**src/rtl/core/vmt_pkg.sv**
```systemverilog
// Package for vector_move_towards: widths, defaults and lane/pipeline types.
// Used by every module in rtl/core; no dependencies.
package vmt_pkg;

    localparam int COORD_W     = 32;
    localparam int DIFF_W      = 33;
    localparam int MAG_W       = 32;
    localparam int SQ_W        = 64;
    localparam int SUM_W       = 66;
    localparam int STEP_W      = 31;
    localparam int ROOT_W      = 34;
    localparam int PROD_W      = MAG_W + STEP_W;
    localparam int EPSILON_DEF = 1;
    localparam int LANES       = 3;

    typedef struct packed {
        logic                      neg;
        logic [MAG_W-1:0]          mag;
        logic signed [COORD_W-1:0] cur;
        logic signed [COORD_W-1:0] tgt;
    } lane_t;

endpackage

```
**src/rtl/core/vmt_sqrt_stage.sv**
```systemverilog
// One restoring step of the floor square root, plus the pass-through payload.
// Depends on vmt_pkg.
module vmt_sqrt_stage #(
    parameter int BIT = 0,
    parameter int PW  = 1
) (
    input  logic                       clk,
    input  logic                       en,
    input  logic [vmt_pkg::SUM_W-1:0]  rem_in,
    input  logic [vmt_pkg::ROOT_W-1:0] root_in,
    input  logic [PW-1:0]              pay_in,
    output logic [vmt_pkg::SUM_W-1:0]  rem_out,
    output logic [vmt_pkg::ROOT_W-1:0] root_out,
    output logic [PW-1:0]              pay_out
);
    // bit-by-bit method: trial = (root<<(BIT+1)) + (1<<2*BIT), on a 68-bit scale
    localparam int TW = vmt_pkg::SUM_W + 2;

    logic [TW-1:0] trial;
    logic [TW-1:0] rem_w;
    logic          fits;

    always_comb
    begin
        trial = (TW'(root_in) << (BIT + 1)) | (TW'(1) << (2 * BIT));
        rem_w = TW'(rem_in);
        fits  = trial <= rem_w;
    end

    always_ff @(posedge clk)
    begin
        if (en)
        begin
            rem_out  <= fits ? vmt_pkg::SUM_W'(rem_w - trial) : rem_in;
            root_out <= fits ? (root_in | (vmt_pkg::ROOT_W'(1) << BIT)) : root_in;
            pay_out  <= pay_in;
        end
    end
endmodule

```
**config.mk**
```make
export PLATFORM = sky130hd
export DESIGN_NAME = vmt_sqrt_stage
export DESIGN_NICKNAME = d
export VERILOG_FILES = /design/src/rtl/core/vmt_pkg.sv /design/src/rtl/core/vmt_sqrt_stage.sv
export SDC_FILE = /design/constraint.sdc
export NUM_CORES = 1
export LEC_CHECK = 0
export BUFFER_PORTS_ARGS = -buffer_cell sky130_fd_sc_hd__buf_2
export CAP_MARGIN = 5
export CORE_MARGIN = 2
export CORE_UTILIZATION = 52
export CTS_CLUSTER_DIAMETER = 50
export DETAILED_ROUTE_END_ITERATION = 7
export HOLD_SLACK_MARGIN = 0.12
export PLACE_DENSITY = 0.91
export RECOVER_POWER = 50
export SETUP_SLACK_MARGIN = 0.2
export SYNTH_ARGS = -nofsm -noshare
export SYNTH_HDL_FRONTEND = slang
export SYNTH_SLANG_ARGS = --single-unit
```
**constraint.sdc**
```tcl
create_clock -name clk -period 3.9 [get_ports clk]
set_clock_uncertainty 0.05 [all_clocks]
set_input_delay 0.39 -clock clk [delete_from_list [all_inputs] [get_ports clk]]
set_output_delay 0.39 -clock clk [all_outputs]
set_load 0.01 [all_outputs]
```
**Word-level counts from Yosys, hierarchy flattened**

Cells that the tools add are included.

- Register bits after elaboration: 101
- Input bits: 103
- Output and inout bits: 101
- Word-level logic and storage cells: 7

- Add/sub/neg operators: 1
- Magnitude comparators: 1
- Mux-type cells: 1

Operators with widths:

| operator | number |
|---|---|
| 35-bit by 66-bit less-or-equal comparator with 1-bit output | 1 |
| 66-bit two-way mux | 1 |
| 66-bit by 35-bit subtractor with 66-bit output | 1 |

**Longest topological paths before layout**

Gate-level depths: netlist of the first run.

- Depth in word-level cells: 2
- Mapped depth: 13
- Depth with buffers taken out: 12

**Worst setup path before layout of the first run**

OpenSTA, ideal clock, no wires.

- Path type: input -> register
- Start point: input root_in[1] in the netlist's numbering
- End point: register rem_out[62] in the netlist's numbering, data pin
- Setup time: 0.266 ns
- Arrival: 2.615 ns
- Setup slack: 0.969 ns
- Stages: 12
- Cell sequence: inv_1 ha_1 nor2b_1 o21ba_1 o2111ai_1 nand3b_1 a41o_1 a21bo_2 or3_4 buf_6 nor4_4 xor2_1

- Word-level cells in the longest chain between the ends: 2
- Elaborated cells on any way between the ends: 3

RTL lines:

| item | line | source |
|---|---|---|
| start: declaration | vmt_sqrt_stage.sv:10 | `input logic [vmt_pkg::ROOT_W-1:0] root_in,` |
| 66-bit by 35-bit subtractor with 66-bit output / 35-bit by 66-bit less-or-equal comparator with 1-bit output (equally long branches) | vmt_sqrt_stage.sv:34, vmt_sqrt_stage.sv:27 |  |
| 66-bit two-way mux * | vmt_sqrt_stage.sv:34 | `rem_out <= fits ? vmt_pkg::SUM_W'(rem_w - trial) : rem_in;` |
| end signal: assignment | vmt_sqrt_stage.sv:34 |  |
| end: declaration | vmt_sqrt_stage.sv:12 | `output logic [vmt_pkg::SUM_W-1:0] rem_out,` |

Every way passes the cells marked *; elsewhere a longest branch is shown, timed or not.
A chain may end at the register's enable or synchronous reset.

**Worst setup path after layout of the first run**

- Start point: input rem_in[15] in the netlist's numbering
- End point: register rem_out[57] in the netlist's numbering, data pin

- Word-level cells in the longest chain between the ends: 2
- Elaborated cells on any way between the ends: 3

RTL lines:

| item | line | source |
|---|---|---|
| start: declaration | vmt_sqrt_stage.sv:9 | `input logic [vmt_pkg::SUM_W-1:0] rem_in,` |
| 66-bit by 35-bit subtractor with 66-bit output / 35-bit by 66-bit less-or-equal comparator with 1-bit output (equally long branches) | vmt_sqrt_stage.sv:34, vmt_sqrt_stage.sv:27 |  |
| 66-bit two-way mux * | vmt_sqrt_stage.sv:34 |  |

Marks and branches as above.

==> results of run 1 <==
how the worst max path moves through the flow:
stage / startpoint / slack [ns] / to
2_1_floorplan: root_in[1] / 0.97 / rem_out[62]
3_3_place_gp: root_in[14] / 0.43 / rem_out[65]
3_5_place_dp: root_in[14] / 0.42 / rem_out[61]
4_1_cts: root_in[14] / 0.82 / rem_out[61]
5_1_grt: root_in[14] / 0.51 / rem_out[61]
6_report: rem_in[15] / 0.79 / rem_out[57]
state kept, by name, indices dropped and copies added (netlist names):
name      cells
root_out     34
rem_out      66
pay_out       1
per-stage QoR:
| step | std cells | utilization | instance area, um2 |
|---|---|---|---|
| after CTS | 980 | 0.656 | 7850 |
| after floorplan | 624 | - | 6350 |
| after global placement | 964 | 0.628 | 7510 |
| final | 981 | 0.649 | 7760 |
| after global routing | 981 | 0.649 | 7760 |
| after detailed placement | 964 | 0.628 | 7510 |
cells in the mapped netlist (all sizes together), types with 3 or more instances:
library cell / count
nand4: 13
a21boi: 3
ha: 35
nand2b: 5
or3: 10
nor4: 13
nor3: 22
nor2: 31
clkbuf: 5
a21o: 16
and2: 4
a31oi: 6
a21oi: 40
edfxtp: 101
xor2: 39
inv: 41
o2111ai: 4
o21a: 5
o21ai: 53
or2: 4
buf: 12
xnor2: 23
nand3: 15
or4: 3
o21bai: 4
nand2: 87
cells by family (layout without fill, tap and decap cells):
kind of cell,after synthesis,count (layout),synth area share
xor gates and xnor gates,62,62,0.0856
other,0,1,0
and+or+nand+nor,216,216,0.177
adders and majority gates,36,36,0.0721
DFF,101,101,0.478
AOI/OAI and AO/OA,151,151,0.148
buffers and inverters,58,267,0.0394
area by class of cell:
cell class | count | share of cell area
timing repair buffer | 210 | 0.127
sequential | 101 | 0.391
clock inverter | 7 | 0.0147
antenna | 1 | 0.000322
clock buffer | 9 | 0.0290
inverter | 41 | 0.0198
multi-input combinational | 465 | 0.395
tap | 147 | 0.0237
critical path: cells and delay by family:
family | cells | cell delay (ns)
AND/OR/NAND/NOR | 3 | 0.83
adder cells (fa/ha/maj) | 1 | 0.41
XOR/XNOR | 1 | 0.10
AO/OA/AOI/OAI | 5 | 1.31
buffers and inverters | 1 | 0.11
power by group:
part / total [uW] / leakage (uW) / internal, uW / switching (uW)
Clock: 1020 / 0.000159 / 623 / 394
Sequential: 1370 / 0.000989 / 1340 / 28.7
Combinational: 705 / 0.00201 / 275 / 430
Total: 3100 / 0.00316 / 2240 / 853
metal layers:
metal / vias up / wire length [um] / share of wire / GRT usage
met5: - / 0 / 0 / 0
met4: 0 / 470 / 0.029 / 0.110
met3: 37 / 1160 / 0.072 / 0.0461
met2: 251 / 7790 / 0.48 / 0.412
met1: 2610 / 6820 / 0.42 / 0.305
li1: 2692 / - / - / -
==> PnR_summary.wiki, run 1 <==
{| class="wikitable"
! Metric !! Value
|-
| Slew Limit Fails || 77
|-
| Setup repair after global routing missed its margin || false
|-
| Most used DFF post-synth || sky130_fd_sc_hd__edfxtp_1
|-
| Total power draw || 3100 uW
|-
| End point of the worst hold path || pay_out
|-
| Failing checks || capacitance limit, slew limit
|-
| Total of endpoints with negative setup slack in the final report || 0
|-
| Starting Density || 0.531
|-
| Arrival time reported for the critical path endpoint || 3.16 ns
|-
| Core outline area || 0.0120 mm2
|-
| Post-detailed-route count of antenna-violating nets || 0
|-
| Area added between synthesis and finish || 22.3%
|-
| Number of register bits inferred by synthesis || 101
|-
| Initial detailed-routing violation count || 459
|-
| Data required time at the worst endpoint || 3.95 ns
|-
| Standard cell with the maximum stage delay on the critical path || sky130_fd_sc_hd__a221oi_1
|-
| Area of the die || 0.0131 mm2
|-
| Die height || 114 um
|-
| Post-CTS setup-driven buffer insertion count || 0
|-
| Total track usage || 0.244
|-
| Worst slack after detailed placement || 0.420 ns
|-
| Commonest cells after routing, fill and taps aside || 136 x sky130_fd_sc_hd__buf_2, 101 x sky130_fd_sc_hd__edfxtp_1, 84 x sky130_fd_sc_hd__nand2_1
|-
| Worst path cell trace || buf_2 -> ha_1 -> o21ai_0 -> a21oi_1 -> a221oi_1 -> o21a_1 -> nand2_1 -> a21oi_1 -> nand4_2 -> nor3_1 -> xor2_1
|-
| Category of the worst setup path capture point || flip-flop
|-
| Cts repair resizes || 0
|-
| Total congestion overflow after global routing || 0
|-
| Clock transition at path regs || 0.07 ns
|-
| Mapped Cells || 624
|-
| Number of antenna violations at the first check in global routing || 1
|-
| Bufs on Longest Clock Path || 2
|-
| Peak clock frequency supported by timing || 321 MHz
|-
| Min setup slack post-route || 0.785 ns
|-
| Fillcell total || 967
|-
| Count of distinct cell types in the synthesized netlist || 63
|-
| Endpoints failing hold || 0
|-
| Routed wire length per instance || 16.6 um
|-
| Worst Path Class, Setup || in -> reg
|-
| Maximum single-stage delay on the critical path || 0.47 ns
|-
| Number of enable flip-flop cells after synthesis || 101
|-
| Sinks on the clock net || 101
|-
| Pin count of the biggest net entering global routing || 77
|-
| Multi-input gate area || 0.00306 mm2
|-
| Final period util || 0.799
|-
| Root buf cell || sky130_fd_sc_hd__clkbuf_16
|-
| Most prevalent standard cell on the critical path || sky130_fd_sc_hd__a21oi_1
|-
| Slew at the pin closest to its max-slew limit || 1.91 ns
|-
| Vias per cell || 5.70
|-
| Cells taking the most area after synthesis || sky130_fd_sc_hd__edfxtp_1 48%, sky130_fd_sc_hd__ha_1 6.9%, sky130_fd_sc_hd__xor2_1 5.4%
|-
| Share of async-settable or async-resettable flops after synthesis || 0
|-
| Power Dens Cells || 399 mW/mm2
|-
| Ports placed on the boundary || 204
|-
| Number of maximum-capacitance constraint violations || 1
|-
| Remaining DRCs || 0
|-
| Worst hold slack after final layout || 0.166 ns
|-
| Gpl congestion || 0.923
|-
| Highest ir drop seen on vdd || 0.174 mV
|-
| CTS hold repair buffers || 0
|-
| Number of nets produced by synthesis || 763
|-
| Cts bufs inserted || 9
|-
| First-pass GRT wire length || 25,300 um
|-
| Max transition margin || -0.274
|-
| Setup TNS || 0 ns
|-
| Share of the synthesized area in the top cell type || 0.478
|-
| Routed via count || 5,590
|-
| Footprint of the flip-flops and latches || 0.00303 mm2
|-
| Vias in the first global route || 5,312
|-
| Critical path peak fanout || 9
|-
| Most common cell after layout, fill and taps aside || sky130_fd_sc_hd__buf_2
|-
| Synth Warn # || 0
|-
| Type of the worst min-delay path || in -> reg
|-
| Cells on Worst Hold Path || 1
|-
| Leading area contributor after synthesis || sky130_fd_sc_hd__edfxtp_1
|-
| Critical hold path startpoint || pay_in
|-
| Per-instance average area after synthesis || 10.2 um2
|-
| Share of post-route cells with drive strength above 1 || 0.220
|-
| Static power due to leakage || 0.00316 uW
|-
| Result of the run || complete, but fails checks
|-
| CTS tree || yes
|-
| Std-Cell Rows || 40
|-
| Fraction of the yosys area taken by sequential cells || 0.478
|-
| Count of H-tree levels built during CTS || 3
|-
| Total length of routed wires || 16,200 um
|-
| Critical path launch point type || input pin
|-
| DRT Pass-1 Iters || 7
|-
| Final net count || 967
|-
| Count of input and output buffers || 203
|-
| Die Width || 114 um
|-
| DPL Wire Length || 12,600 um
|-
| Cell area after synthesis || 0.00635 mm2
|-
| Clock period minus worst slack || 3.11 ns
|}
Power figures use the tool's default switching activity.
==> run 2: changes to the inputs <==
==> constraint.sdc (replaced) <==
create_clock -name clk -period 3.2 [get_ports clk]
set_clock_uncertainty 0.05 [all_clocks]
set_input_delay 0.32 -clock clk [delete_from_list [all_inputs] [get_ports clk]]
set_output_delay 0.32 -clock clk [all_outputs]
set_load 0.01 [all_outputs]
==> run 2 against run 1 <==
Net effect: the flow still finishes with violations (capacitance limit, slew limit); first-iteration DRC count is 4.1% higher; sequential cell count stayed put; power is 22% higher; critical path depth is 1 higher; sequential share of layout area is 2.9 points lower; wire length is 10% higher; clock power is 13% higher; combinational power is 36% higher; clock-buffer cell count stayed put; cell count is 7.2% higher; critical path type unchanged; critical endpoint is now rem_out[60]; largest cell class unchanged.
==> PnR_summary.wiki, run 2 (synthesis results as in run 1) <==
{| class="wikitable"
! Metric !! Value
|-
| Setup repair after global routing missed its margin || false (unchanged)
|-
| Post-CTS setup-driven buffer insertion count || 0 (unchanged)
|-
| Type of the worst min-delay path || in -> reg (unchanged)
|-
| Power Dens Cells || 451 mW/mm2 (was 399 mW/mm2)
|-
| Number of maximum-capacitance constraint violations || 1 (unchanged)
|-
| Area added between synthesis and finish || 32.2% (was 22.3%)
|-
| Total congestion overflow after global routing || 0 (unchanged)
|-
| Data required time at the worst endpoint || 3.25 ns (was 3.95 ns)
|-
| First-pass GRT wire length || 27,800 um (was 25,300 um)
|-
| Met1 WL || 7490 um (was 6820 um)
|-
| Peak clock frequency supported by timing || 354 MHz
|-
| Final antenna diode count || 0 (was 1)
|-
| Gpl congestion || 0.937 (was 0.923)
|-
| Root buf cell || sky130_fd_sc_hd__clkbuf_16 (unchanged)
|-
| Final net count || 1,039 (was 967)
|-
| Share of post-route cells with drive strength above 1 || 0.231 (was 0.220)
|-
| Flip-flop count of the largest register, all copies and words added || 66 (unchanged)
|-
| Biggest registers after layout || rem_out x66, root_out x34, pay_out x1 (unchanged)
|-
| Slew Limit Fails || 52 (was 77)
|-
| Clock period minus worst slack || 2.82 ns
|-
| DPL Wire Length || 13,500 um (was 12,600 um)
|-
| Bufs on Longest Clock Path || 2 (unchanged)
|-
| Static power due to leakage || 0.00343 uW (was 0.00316 uW)
|-
| Failing checks || capacitance limit, slew limit (unchanged)
|-
| CTS tree || yes (unchanged)
|-
| Sinks on the clock net || 101 (unchanged)
|-
| Result of the run || complete, but fails checks (unchanged)
|-
| Max transition margin || -0.853 (was -0.274)
|-
| Number of antenna violations at the first check in global routing || 0 (was 1)
|-
| Count of H-tree levels built during CTS || 3 (unchanged)
|-
| Highest ir drop seen on vdd || 0.296 mV (was 0.174 mV)
|-
| Total of endpoints with negative setup slack in the final report || 0 (unchanged)
|-
| DRT Pass-1 Iters || 5 (was 7)
|-
| Total length of routed wires || 17,900 um (was 16,200 um)
|-
| Die height || 114 um (unchanged)
|-
| Uppermost layer routed || met4 (unchanged)
|-
| Die Width || 114 um (unchanged)
|-
| Total track usage || 0.273 (was 0.244)
|-
| Count of input and output buffers || 203 (unchanged)
|-
| Met3 layer wire length in the routed design || 1090 um (was 1160 um)
|-
| Commonest cells after routing, fill and taps aside || 118 x sky130_fd_sc_hd__buf_2, 101 x sky130_fd_sc_hd__edfxtp_1, 85 x sky130_fd_sc_hd__clkbuf_1 (was 136 x sky130_fd_sc_hd__buf_2, 101 x sky130_fd_sc_hd__edfxtp_1, 84 x sky130_fd_sc_hd__nand2_1)
|-
| Vias per cell || 5.64 (was 5.70)
|-
| Initial detailed-routing violation count || 478 (was 459)
|-
| Slew at the pin closest to its max-slew limit || 2.78 ns (was 1.91 ns)
|-
| Routed via count || 5,933 (was 5,590)
|-
| Routed wire length per instance || 17.0 um (was 16.6 um)
|-
| Endpoints failing hold || 0 (unchanged)
|-
| Critical path peak fanout || 8 (was 9)
|-
| Starting Density || 0.531 (unchanged)
|-
| End point of the worst hold path || root_out[25] (was pay_out)
|-
| Cts bufs inserted || 9 (unchanged)
|-
| Fillcell total || 953 (was 967)
|-
| Setup TNS || 0 ns (unchanged)
|-
| Std-Cell Rows || 40 (unchanged)
|-
| Pin count of the biggest net entering global routing || 53 (was 77)
|-
| Worst Path Class, Setup || in -> reg (unchanged)
|-
| Most common cell after layout, fill and taps aside || sky130_fd_sc_hd__buf_2 (unchanged)
|-
| Largest register by flop count || rem_out (unchanged)
|-
| Total power draw || 3790 uW (was 3100 uW)
|-
| Core outline area || 0.0120 mm2 (unchanged)
|-
| Category of the worst setup path capture point || flip-flop (unchanged)
|-
| Routed length on met2 || 8760 um (was 7790 um)
|-
| Final period util || 0.883
|-
| Clock transition at path regs || 0.06 ns (was 0.07 ns)
|-
| Arrival time reported for the critical path endpoint || 2.87 ns (was 3.16 ns)
|-
| Footprint of the flip-flops and latches || 0.00303 mm2 (unchanged)
|-
| Multi-input gate area || 0.00311 mm2 (was 0.00306 mm2)
|-
| Area of the die || 0.0131 mm2 (unchanged)
|-
| Vias in the first global route || 5,695 (was 5,312)
|-
| Post-detailed-route count of antenna-violating nets || 0 (unchanged)
|-
| Critical hold path startpoint || root_in[25] (was pay_in)
|-
| Ports placed on the boundary || 204 (unchanged)
|-
| Remaining DRCs || 0 (unchanged)
|-
| Critical path launch point type || input pin (unchanged)
|-
| Cells on Worst Hold Path || 1 (unchanged)
|}
run 2: cell count changes in the layout (fill, tap and decap cells not counted), moves of 2 or more:
cell | before | now
sky130_fd_sc_hd__nor4_1 | 9 | 7
sky130_fd_sc_hd__buf_2 | 136 | 118
sky130_fd_sc_hd__clkbuf_1 | 66 | 85
sky130_fd_sc_hd__clkinvlp_4 | 2 | 0
sky130_fd_sc_hd__dlygate4sd3_1 | 0 | 31
sky130_fd_sc_hd__clkinv_1 | 1 | 4
sky130_fd_sc_hd__buf_12 | 0 | 2
sky130_fd_sc_hd__buf_4 | 7 | 46
sky130_fd_sc_hd__nor4_2 | 2 | 4
run 2: layout make-up:
type                            instances  area share
Clock buffer                            9      0.0268
Multi-Input combinational cell        465       0.370
Timing Repair Buffer                  282       0.191
Tap cell                              147      0.0219
Sequential cell                       101       0.362
Inverter                               41      0.0183
Clock inverter                          7     0.00955
run 2: worst max-delay path by stage:
stage | from | to | slack [ns]
2_1_floorplan | root_in[1] | rem_out[62] | 0.34
6_report | rem_in[17] | rem_out[60] | 0.38
3_5_place_dp | root_in[11] | rem_out[47] | -0.06
4_1_cts | root_in[14] | rem_out[54] | 0.32
3_3_place_gp | rem_in[33] | rem_out[58] | 0.03
5_1_grt | root_in[14] | rem_out[40] | 0.15
run 2: critical path, stage by stage:
cell	delay, ns
sky130_fd_sc_hd__buf_2	0.11
sky130_fd_sc_hd__ha_1	0.35
sky130_fd_sc_hd__a21oi_1	0.23
sky130_fd_sc_hd__o21bai_1	0.09
sky130_fd_sc_hd__a221oi_1	0.37
sky130_fd_sc_hd__nand3_1	0.12
sky130_fd_sc_hd__a41o_1	0.24
sky130_fd_sc_hd__a21bo_2	0.23
sky130_fd_sc_hd__or3_4	0.42
sky130_fd_sc_hd__buf_4	0.19
sky130_fd_sc_hd__nor2_1	0.14
sky130_fd_sc_hd__xor2_1	0.09
run 2: power by group:
group	leakage (uW)	internal [uW]	total [uW]	switching [uW]
sequential	0.000989	1640	1680	39.4
clock	0.000149	673	1150	473
combinational	0.00230	403	961	558
total	0.00343	2720	3790	1070
run 2: timing repair:
item / in CTS / in global routing
gates resized for setup: 0 / 8
endpoints found under the setup margin: 0 / 18
hold endpoints to repair: 31 / 0
hold buffers: 31 / 0
run 2: metal layers:
metal	vias up	GRT usage
li1	2834	-
met1	2812	0.346
met2	244	0.465
met3	43	0.0476
met4	0	0.107
met5	-	0
run 2: per-stage QoR:
step                instances  setup WS [ns]  hold slack (ns)  area (um2)  utilization
floorplan                 624          0.339            0.369        6350            -
global placement         1005         0.0291            0.459        7840        0.655
detailed placement       1005        -0.0578            0.460        7840        0.655
CTS                      1052          0.318            0.126        8450        0.707
global route             1052          0.154            0.172        8390        0.701
finish                   1052          0.375            0.174        8390        0.701
